===== src/hdl/tpls_pkg.sv =====
`timescale 1ns / 1ps

package tpls_pkg;

  localparam int unsigned ErrW = 9;
  localparam int unsigned DivW = 9;
  localparam int unsigned QW   = 16;

  typedef struct packed {
    logic        operation;
    logic [31:0] requested_count;
  } tpls_in_t;

  typedef struct packed {
    logic [7:0]  prescale_value;
    logic [31:0] load_value;
    logic [31:0] remainder;
    logic        fit_found;
  } tpls_out_t;

  typedef struct packed {
    logic            valid;
    logic            mode;
    logic            match;
    logic [31:0]     count;
    logic            fit;
    logic [ErrW-1:0] err;
    logic [DivW-1:0] div;
    logic [QW-1:0]   q;
  } tpls_pipe_t;

endpackage


===== src/hdl/tpls_cell.sv =====
`timescale 1ns / 1ps

module tpls_cell #(
  parameter int D     = 1,
  parameter int STEPS = 256,
  parameter int LIM   = 65536
) (
  input  logic               clk,
  input  logic               rst_n,
  input  tpls_pkg::tpls_pipe_t pipe_i,
  output tpls_pkg::tpls_pipe_t pipe_o
);
  import tpls_pkg::*;

  localparam int NW = $clog2(LIM * STEPS);
  localparam logic [31:0] RECIP = 32'(64'hFFFF_FFFF / D);
  localparam bit LAST = (D == STEPS);

  tpls_pipe_t         pipe_a_r;
  tpls_pipe_t         pipe_b_r, pipe_b_nxt;
  logic [NW-1:0]      q0_r;
  logic [NW+31:0]     prod;
  logic [NW-1:0]      r0, r, q;
  logic               enable;

  // quotient estimate, low by at most one
  assign prod = (NW+32)'(pipe_i.count[NW-1:0]) * (NW+32)'(RECIP);

  always_ff @(posedge clk) begin
    if (!rst_n) begin
      pipe_a_r.valid <= 1'b0;
    end else begin
      pipe_a_r.valid <= pipe_i.valid;
    end
  end

  always_ff @(posedge clk) begin
    pipe_a_r.mode  <= pipe_i.mode;
    pipe_a_r.match <= pipe_i.match;
    pipe_a_r.count <= pipe_i.count;
    pipe_a_r.fit   <= pipe_i.fit;
    pipe_a_r.err   <= pipe_i.err;
    pipe_a_r.div   <= pipe_i.div;
    pipe_a_r.q     <= pipe_i.q;
    q0_r           <= prod[NW+31:32];
  end

  always_comb begin
    pipe_b_nxt = pipe_a_r;
    r0 = pipe_a_r.count[NW-1:0] - q0_r * NW'(D);
    if (r0 >= NW'(D)) begin
      q = q0_r + NW'(1);
      r = r0 - NW'(D);
    end else begin
      q = q0_r;
      r = r0;
    end
    enable = pipe_a_r.valid && pipe_a_r.mode && !(|pipe_a_r.count[31:NW])
             && !(pipe_a_r.match && LAST);
    if (enable && (q < NW'(LIM)) && ({1'b0, r[7:0]} < pipe_a_r.err)) begin
      pipe_b_nxt.fit = 1'b1;
      pipe_b_nxt.err = {1'b0, r[7:0]};
      pipe_b_nxt.div = DivW'(D);
      pipe_b_nxt.q   = q[QW-1:0];
    end
  end

  always_ff @(posedge clk) begin
    if (!rst_n) begin
      pipe_b_r.valid <= 1'b0;
    end else begin
      pipe_b_r.valid <= pipe_b_nxt.valid;
    end
  end

  always_ff @(posedge clk) begin
    pipe_b_r.mode  <= pipe_b_nxt.mode;
    pipe_b_r.match <= pipe_b_nxt.match;
    pipe_b_r.count <= pipe_b_nxt.count;
    pipe_b_r.fit   <= pipe_b_nxt.fit;
    pipe_b_r.err   <= pipe_b_nxt.err;
    pipe_b_r.div   <= pipe_b_nxt.div;
    pipe_b_r.q     <= pipe_b_nxt.q;
  end

  assign pipe_o = pipe_b_r;

endmodule


===== config.mk =====
export PLATFORM = sky130hd
export DESIGN_NAME = tpls_cell
export DESIGN_NICKNAME = d
export VERILOG_FILES = /design/src/hdl/tpls_pkg.sv /design/src/hdl/tpls_cell.sv
export SDC_FILE = /design/constraint.sdc
export NUM_CORES = 1
export LEC_CHECK = 0
export BUFFER_PORTS_ARGS = -buffer_cell sky130_fd_sc_hd__buf_2
export CAP_MARGIN = 20
export CORE_MARGIN = 2
export CORE_UTILIZATION = 25
export CTS_BUF_LIST = sky130_fd_sc_hd__clkbuf_16
export DETAILED_ROUTE_END_ITERATION = 12
export PLACE_DENSITY = 0.5
export SYNTH_ARGS = -nofsm -noshare
export SYNTH_HDL_FRONTEND = slang
export SYNTH_SLANG_ARGS = --single-unit

===== constraint.sdc =====
create_clock -name clk -period 8.26 [get_ports clk]
set_input_delay 0.413 -clock clk [delete_from_list [all_inputs] [get_ports clk]]
set_output_delay 0.413 -clock clk [all_outputs]
set_load 0.1 [all_outputs]

==> summary.txt, run 1 <==
status -> completed
Routed Antenna Nets -> 0
Yosys Warn Count -> 0
CP Class -> input pin to flip-flop
Die ar. -> 62900 um^2
Congestion Overflow GR -> 0
Post CTS Setup Buffer Count -> 0
CP bufs+invs -> 6
Final #Nets -> 2173
Yosys top cell by area -> fa_1
Inserted Clock Buffers -> 17
finished layout cell area -> 17500 um^2
final WL -> 39400 um
P&R area growth vs syn -> 15.2%
syn avg cell area -> 9.96 um^2
critical path's largest stage delay -> 700 ps
placed standard-cell area -> 17000 um^2
clk root buf -> clkbuf_16
syn_nets -> 2007
Sink Count -> 164
Starting Density -> 25.3%
met2 wire len -> 19400 um
Fmax achieved -> 0.131 GHz
hold path startpoint -> pipe_i[1]
Detailed Routing Iterations Pass 1 -> 4
Mapped Cells -> 1530
slew margin rel. -> 30.2%
PortBufs -> 141
Met3 Wirelength -> 1290 um
commonest non-fill, non-tap cells in the layout -> inv_1 (324), ha_1 (217), fa_1 (188), dfxtp_1 (164), buf_2 (141)
post-DP HPWL -> 34500 um
ys async rst share -> 0%
number of flops mapped to enable cells by yosys -> 0
global-route wire length before repair -> 64000 um
Vias/cell -> 4.40
floorplan die width -> 251 um
most common cell after layout, fill and taps aside -> inv_1
Crit. Startpoint -> pipe_i[56]
# DRC -> 0
CP top delay family -> adder cells
CP Capture Type -> flip-flop
I/O pins -> 142
clock latency on the worst-skew pair -> 450 ps
core area -> 60200 um^2
Resize count post-CTS -> 0
cell repeated most along the worst path -> fa_1
worst min path class -> input pin to flip-flop
sequential fraction of the synthesis area -> 21.6%
top layer in use -> met5
Final setup viols -> 0
Hold Path Cell Cnt -> 1
antenna cells -> 0
routed len/inst -> 15.8 um
Final Cycle Share -> 92.7%
Setup crit start kind -> input pin
FF-to-FF setup slack -> 1890 ps
Hold Buf Count CTS -> 0
RePlAce Congestion -> 0.899
unrepaired setup endpoints after global routing -> false
clock period minus worst slack -> 7650 ps
Top FF cell, synth -> dfxtp_1
layout cells sized above 1 -> 14.3%
Fillers -> 6326
die height -> 251 um
gr usage total -> 13.0%
clock-pin slew on the worst setup and hold paths -> 70 ps
Hold Fails Final Rpt -> 0
R2R depth -> 25
Longest Clk Path Bufs -> 2
Max-Cap Viols -> 0
Max Clock Skew -> 15.4 ps
Final Max Slew Viols -> 0
Slowest-stage cell, CP -> fa_1
post-synth cell types -> 73
CP required -> 8620 ps
CP Depth -> 25
TritonCTS clock tree -> built
M1 WL -> 18000 um
antenna violations before repair -> 1
largest net degree at the start of global routing -> 35
RR Startpoint -> q0_r[0]
vias in the first global route -> 11.8k
Synth area leaders -> fa_1 (25%), dfxtp_1 (22%), ha_1 (18%)
TNS Setup -> 0 ps
Iteration-0 DRC Markers -> 404
Worst-Margin Slew -> 1030 ps
top cell type's share of synthesized area -> 24.7%
FP Rows -> 90
htree depth -> 4
CP Max Fanout -> 6
via count -> 11.0k
final core utilization -> 29.1%
Cell Area, Synth -> 15200 um^2
Yosys reg bits -> 164
Critical Path AT -> 8010 ps
[worst paths after layout]
path	endpoint
hold reg to reg	pipe_o[67]
setup reg to reg	pipe_o[10]
setup / recovery	q0_r[17]
hold / removal	pipe_a_r[1]
[registers in the layout (all words and copies together), names as in the netlist]
register	cells
pipe_o	70
q0_r	24
pipe_a_r	70
[final cells by class]
cell class / count / area (um^2) / share of cell area (%)
multi-input cells: 1023 / 10600 / 60.5
repair buffers: 167 / 901 / 5.14
clock buffers: 17 / 425 / 2.43
clock inverters: 15 / 124 / 0.706
well taps: 782 / 978 / 5.58
inverters: 323 / 1210 / 6.91
flip-flops and latches: 164 / 3280 / 18.7
[stage by stage]
stage                     hold slack, ps  setup WS [ps]  std cells
after global placement               317            226       2459
after global routing                42.6           48.6       2491
after CTS                           37.2            621       2491
final                               70.1            607       2491
after floorplan                      310            394       1530
after detailed placement             316            153       2459
[layer usage]
layer,global-route usage [%],vias up
met4,4.04,2
li1,-,5390
met3,1.70,41
met1,16.4,5356
met2,22.9,179
met5,0,-
[cell families after synthesis]
| kind of cell | Yosys count | synth area share [%] |
|---|---|---|
| fa+ha+maj | 405 | 42.5 |
| xor+xnor | 68 | 3.96 |
| compound gates | 262 | 11.6 |
| flops | 164 | 21.6 |
| buf+inv | 343 | 8.74 |
| mux | 35 | 3.01 |
| simple gates | 253 | 8.58 |
[worst register-to-register path, cell delays in order, from the launching register on]
cell	delay [ps]
dfxtp_1	530
ha_1	260
inv_1	60
fa_1	470
inv_1	90
ha_1	190
inv_1	60
o221ai_1	90
or4_1	540
nor4_1	260
o21ai_1	100
nor4_1	340
and4_4	480
o21ai_0	190
ha_1	330
a21o_1	190
a21oi_1	140
nor2b_1	60
o21ai_0	140
nand2b_1	70
a21oi_1	170
o21ai_0	250
a211oi_2	350
o2111ai_4	200
buf_4	330
mux2_4	390
[cells in the mapped netlist (11+ instances only)]
library cell  count
nand4_1          18
nor2b_1          11
inv_1           323
fa_1            188
nand2b_1         16
ha_1            217
nor4_1           15
a21o_1           41
xor2_1           19
dfxtp_1         164
nor2_1           51
o21a_1           22
mux2_4           19
nor3_1           26
xnor2_1          48
nand3_1          29
nand2_1          42
a21oi_1          66
o21ai_0          46
and2_1           15
Power of run 1 is left out: the tool's default activity adds up to more than one toggle a clock period on the data nets, which glitch-free logic cannot reach.
==> run 2, diff against run 1 <==
--- a/config.mk
+++ b/config.mk
@@ -7,2 +7,3 @@
 export LEC_CHECK = 0
+export ABC_AREA = 1
 export BUFFER_PORTS_ARGS = -buffer_cell sky130_fd_sc_hd__buf_2
@@ -13,3 +14,3 @@
 export DETAILED_ROUTE_END_ITERATION = 12
-export PLACE_DENSITY = 0.5
+export PLACE_DENSITY = 0.49
 export SYNTH_ARGS = -nofsm -noshare
--- a/constraint.sdc
+++ b/constraint.sdc
@@ -3,2 +3,2 @@
 set_output_delay 0.413 -clock clk [all_outputs]
-set_load 0.1 [all_outputs]
+set_load 0.05 [all_outputs]
==> run 2 against run 1 <==
Critical path depth is 4 higher. Fmax is 1.2% lower. Sequential share of layout area is 2.0 points lower. Via count is 26% higher. Flip-flop and latch count stayed put. Global-route usage is 2.4 points higher. Utilization is 0.54 points higher. Highest routed layer is now met4. Cell count is 28% higher.
==> summary.txt, run 2 <==
status -> completed (unchanged)
hold path startpoint -> pipe_i[0] (was pipe_i[1])
Congestion Overflow GR -> 0 (unchanged)
PortBufs -> 141 (unchanged)
Critical Path AT -> 8110 ps (was 8010 ps)
unrepaired setup endpoints after global routing -> false (unchanged)
TritonCTS clock tree -> built (unchanged)
htree depth -> 4 (unchanged)
FF-to-FF setup slack -> 2270 ps (was 1890 ps)
Top FF cell, synth -> dfxtp_1 (unchanged)
clk root buf -> clkbuf_16 (unchanged)
Final Max Slew Viols -> 0 (unchanged)
antenna violations before repair -> 0 (was 1)
P&R area growth vs syn -> 16.9% (was 15.2%)
Yosys top cell by area -> fa_1 (unchanged)
vias in the first global route -> 14.8k (was 11.8k)
number of flops mapped to enable cells by yosys -> 0 (unchanged)
CP Class -> input pin to flip-flop (unchanged)
largest net degree at the start of global routing -> 30 (was 35)
Iteration-0 DRC Markers -> 637 (was 404)
final WL -> 52100 um (was 39400 um)
Fillers -> 7164 (was 6326)
Fin Hold WS -> 50.2 ps (was 70.1 ps)
CP required -> 8620 ps (about the same)
worst min path class -> input pin to flip-flop (unchanged)
die height -> 263 um (was 251 um)
Met3 Wirelength -> 1470 um (was 1290 um)
most numerous cell in the Yosys netlist -> inv_1 (unchanged)
top layer in use -> met4 (was met5)
Routed Antenna Nets -> 0 (unchanged)
Fmax achieved -> 0.129 GHz (was 0.131 GHz)
Detailed Routing Iterations Pass 1 -> 7 (was 4)
M1 WL -> 22900 um (was 18000 um)
Yosys reg bits -> 164 (unchanged)
Cell Area, Synth -> 16800 um^2 (was 15200 um^2)
ys async rst share -> 0% (unchanged)
most common cell after layout, fill and taps aside -> inv_1 (unchanged)
Sink Count -> 164 (unchanged)
Inserted Clock Buffers -> 17 (unchanged)
syn avg cell area -> 7.98 um^2 (was 9.96 um^2)
Final #Nets -> 2779 (was 2173)
floorplan die width -> 263 um (was 251 um)
post-synth cell types -> 43 (was 73)
FP Rows -> 94 (was 90)
TNS Setup -> 0 ps (unchanged)
Worst-Margin Slew -> 823 ps (was 1030 ps)
via count -> 13.9k (was 11.0k)
Mapped Cells -> 2103 (was 1530)
routed len/inst -> 16.4 um (was 15.8 um)
Final setup viols -> 0 (unchanged)
# DRC -> 0 (unchanged)
top cells by count, synth -> inv_1 (516), nand2_1 (366), ha_1 (217), fa_1 (188), dfxtp_1 (164) (was inv_1 (323), ha_1 (217), fa_1 (188), dfxtp_1 (164), a21oi_1 (66))
clock-pin slew on the worst setup and hold paths -> 70 ps (about the same)
Starting Density -> 25.4% (was 25.3%)
Max Clock Skew -> 18.7 ps (was 15.4 ps)
slew margin rel. -> 45.0% (was 30.2%)
cell repeated most along the worst path -> inv_1 (was fa_1)
RePlAce Congestion -> 0.909 (was 0.899)
Crit. Startpoint -> pipe_i[43] (was pipe_i[56])
Synth area leaders -> fa_1 (22%), dfxtp_1 (20%), ha_1 (16%) (was fa_1 (25%), dfxtp_1 (22%), ha_1 (18%))
RR Startpoint -> q0_r[0] (unchanged)
global-route wire length before repair -> 82000 um (was 64000 um)
I/O pins -> 142 (unchanged)
sequential fraction of the synthesis area -> 19.6% (was 21.6%)
top cell type's share of synthesized area -> 22.4% (was 24.7%)
Yosys Warn Count -> 0 (unchanged)
Hold Fails Final Rpt -> 0 (unchanged)
Slowest-stage cell, CP -> fa_2 (was fa_1)
Max-Cap Viols -> 0 (unchanged)
Vias/cell -> 4.36 (was 4.40)
Longest Clk Path Bufs -> 2 (unchanged)
Die ar. -> 69200 um^2 (was 62900 um^2)
commonest non-fill, non-tap cells in the layout -> inv_1 (516), nand2_1 (366), ha_1 (217), fa_1 (187), dfxtp_1 (164) (was inv_1 (324), ha_1 (217), fa_1 (188), dfxtp_1 (164), buf_2 (141))
critical path's largest stage delay -> 780 ps (was 700 ps)
CP Capture Type -> flip-flop (unchanged)
gr usage total -> 15.4% (was 13.0%)
syn_nets -> 2580 (was 2007)
clock latency on the worst-skew pair -> 490 ps (was 450 ps)
Setup crit start kind -> input pin (unchanged)
CP Max Fanout -> 6 (unchanged)
post-DP HPWL -> 45800 um (was 34500 um)
layout cells sized above 1 -> 10.2% (was 14.3%)
core area -> 66100 um^2 (was 60200 um^2)
met2 wire len -> 26600 um (was 19400 um)
Final Cycle Share -> 93.8% (was 92.7%)
clock period minus worst slack -> 7750 ps (was 7650 ps)
==> run 2: cell type report <==
| cell class | instances | area [um^2] | area share [%] |
|---|---|---|---|
| antenna | 1 | 2.50 | 0.0128 |
| clock buffer | 17 | 425 | 2.17 |
| clock inverter | 15 | 205 | 1.05 |
| inverter | 521 | 1960 | 9.98 |
| multi-input combinational | 1409 | 11500 | 58.6 |
| sequential | 164 | 3280 | 16.8 |
| tap | 864 | 1080 | 5.52 |
| timing repair buffer | 189 | 1170 | 5.98 |
==> run 2: what timing repair did <==
item	CTS	global route
hold buffers	42	0
hold endpoints to repair	42	0
endpoints found under the setup margin	0	6
buffers inserted	0	0
gates resized for setup	0	1
==> run 2: logic make-up after synthesis <==
group / share of synthesized area, %
AOI/OAI and AO/OA: 6.68
xor gates and xnor gates: 3.39
DFF: 19.6
buffers and inverters: 12.0
and+or+nand+nor: 19.7
adders and majority gates: 38.6
==> run 2: worst paths after layout <==
path	to	cells after the start
max reg2reg	pipe_o[25]	27
min reg2reg	pipe_o[67]	0
max	q0_r[19]	29
min	pipe_a_r[0]	1
==> run 2: routing by layer <==
layer	track usage, %	up-vias
met5	0	-
met4	4.53	0
met3	2.16	64
met2	28.2	244
met1	18.6	6628
li1	-	6923
==> run 2: worst max-delay path, delay by kind of cell <==
kind	cells	cell delay (ps)
adder cells (fa/ha/maj)	8	3890
XOR/XNOR	3	490
buffers and inverters	9	1480
AO/OA/AOI/OAI	4	960
AND/OR/NAND/NOR	5	850
==> run 2: metrics by stage <==
step | worst slack (ps) | area [um^2] | std cells | utilization, %
6_report | 514 | 19600 | 3180 | 29.7
5_1_grt | 39.4 | 19600 | 3179 | 29.6
4_1_cts | 327 | 19600 | 3179 | 29.6
3_5_place_dp | 256 | 18500 | 3105 | 28.1
3_3_place_gp | 385 | 18500 | 3105 | 28.1
2_1_floorplan | 941 | 16800 | 2103 | -
Power of run 2 is left out for the same reason.
==> run 3, diff against run 2 <==
- CAP_MARGIN: 20 -> 5
- CORE_MARGIN: 2 -> 3
==> run 3 against run 2 <==
Fmax grew 4.0%. Flip-flop and latch count is the same. Hold slack lost 3.8 ps. Non-clock buffer count shrank 11. Cell count shrank 0.38%. Design area shrank 0.64%. Global-route usage shrank 0.27 points.
==> summary.txt, run 3 (same netlist as run 2, synthesis figures left out) <==
Starting Density -> 25.4% (unchanged)
clock latency on the worst-skew pair -> 490 ps (about the same)
Final setup viols -> 0 (unchanged)
CP Class -> input pin to flip-flop (unchanged)
most common cell after layout, fill and taps aside -> inv_1 (unchanged)
largest net degree at the start of global routing -> 30 (unchanged)
core area -> 66100 um^2 (unchanged)
Resize count post-CTS -> 0 (unchanged)
I/O pins -> 142 (unchanged)
PortBufs -> 141 (unchanged)
routed len/inst -> 16.4 um (about the same)
worst min path class -> input pin to flip-flop (unchanged)
post-DP HPWL -> 45800 um (about the same)
layout cells sized above 1 -> 10.2% (about the same)
status -> completed (unchanged)
CP Max Fanout -> 6 (unchanged)
clock period minus worst slack -> 7450 ps (was 7750 ps)
Worst-Margin Slew -> 850 ps (was 823 ps)
antenna violations before repair -> 3 (was 0)
RePlAce Congestion -> 0.923 (was 0.909)
Routed Antenna Nets -> 0 (unchanged)
Longest Clk Path Bufs -> 2 (unchanged)
worst setup margin -> 810 ps (was 514 ps)
unrepaired setup endpoints after global routing -> false (unchanged)
cell repeated most along the worst path -> inv_1 (unchanged)
Final Cycle Share -> 90.2% (was 93.8%)
clk root buf -> clkbuf_16 (unchanged)
TNS Setup -> 0 ps (unchanged)
Vias/cell -> 4.38 (was 4.36)
die height -> 265 um (was 263 um)
commonest non-fill, non-tap cells in the layout -> inv_1 (516), nand2_1 (366), ha_1 (217), fa_1 (188), dfxtp_1 (164) (was inv_1 (516), nand2_1 (366), ha_1 (217), fa_1 (187), dfxtp_1 (164))
via count -> 13.9k (about the same)
Slowest-stage cell, CP -> fa_1 (was fa_2)
# DRC -> 0 (unchanged)
Sink Count -> 164 (unchanged)
CP bufs+invs -> 9 (unchanged)
final WL -> 52100 um (about the same)
htree depth -> 4 (unchanged)
Detailed Routing Iterations Pass 1 -> 5 (was 7)
Die ar. -> 70200 um^2 (was 69200 um^2)
antenna cells -> 0 (was 1)
Congestion Overflow GR -> 0 (unchanged)
clock-pin slew on the worst setup and hold paths -> 70 ps (about the same)
slew margin rel. -> 43.3% (was 45.0%)
Critical Path AT -> 7800 ps (was 8110 ps)
CP top delay family -> adder cells (unchanged)
CP required -> 8610 ps (was 8620 ps)
TritonCTS clock tree -> built (unchanged)
Max Clock Skew -> 25.6 ps (was 18.7 ps)
pre-CTS WS -> 69.2 ps (was 256 ps)
Hold Fails Final Rpt -> 0 (unchanged)
CP Capture Type -> flip-flop (unchanged)
finished layout cell area -> 19500 um^2 (was 19600 um^2)
Fmax achieved -> 0.134 GHz (was 0.129 GHz)
global-route wire length before repair -> 81500 um (was 82000 um)
P&R area growth vs syn -> 16.1% (was 16.9%)
placed standard-cell area -> 18500 um^2 (unchanged)
Final #Nets -> 2768 (was 2779)
gr usage total -> 15.1% (was 15.4%)
floorplan die width -> 265 um (was 263 um)
critical path's largest stage delay -> 880 ps (was 780 ps)
Setup crit start kind -> input pin (unchanged)
FP Rows -> 94 (unchanged)
Inserted Clock Buffers -> 17 (unchanged)
Max-Cap Viols -> 0 (unchanged)
Final Max Slew Viols -> 0 (unchanged)
Iteration-0 DRC Markers -> 693 (was 637)
vias in the first global route -> 14.8k (about the same)
-- run 3: cell count changes in the layout (fill, tap and decap cells not counted) --
| cell | previous run | this run |
|---|---|---|
| fa_1 | 187 | 188 |
| inv_8 | 4 | 2 |
| inv_12 | 1 | 2 |
| clkinv_8 | 5 | 6 |
| clkinv_4 | 0 | 1 |
| inv_6 | 2 | 4 |
| dlygate4sd3_1 | 42 | 30 |
| clkinvlp_4 | 2 | 0 |
| diode_2 | 1 | 0 |
| buf_4 | 6 | 7 |
| fa_2 | 1 | 0 |
| bufinv_16 | 1 | 0 |
-- run 3: final timing paths --
path | startpoint | to | slack, ps | depth (start not counted)
worst min-delay path | pipe_i[31] | pipe_a_r[31] | 50 | 1
worst max-delay path | pipe_i[41] | q0_r[8] | 810 | 25
worst max register to register | q0_r[0] | pipe_o[24] | 2400 | 25
worst min register to register | pipe_a_r[67] | pipe_o[67] | 340 | 0
-- run 3: per-layer routing --
layer	vias to the layer above	global-route usage [%]	share of wire, %
met4	0	4.51	2.4
met1	6685	18.2	43
met3	61	1.91	2.7
li1	6891	-	-
met5	-	0	0
met2	247	28.1	51
-- run 3: through the flow --
stage                     hold slack, ps  util (%)  instances
after floorplan                      310         -       2103
after global placement               317      28.1       3105
after detailed placement             325      28.1       3105
after CTS                           1.29      29.5       3167
after global routing                16.7      29.5       3168
final                               46.4      29.5       3168
-- run 3: cell type report --
| cell class | count | area [um^2] |
|---|---|---|
| Clock buffer | 17 | 425 |
| Clock inverter | 15 | 196 |
| Inverter | 521 | 1960 |
| Multi-Input combinational cell | 1409 | 11500 |
| Sequential cell | 164 | 3280 |
| Timing Repair Buffer | 178 | 1060 |
| Fill cell | 7202 | 46600 |
| Tap cell | 864 | 1080 |
-- run 3: timing repair --
action / 4_1_cts / 5_1_grt
hold buffers: 30 / 0
endpoints found under the hold margin: 30 / 0
buffers inserted: 0 / 0
Power of run 3 is left out for the same reason.
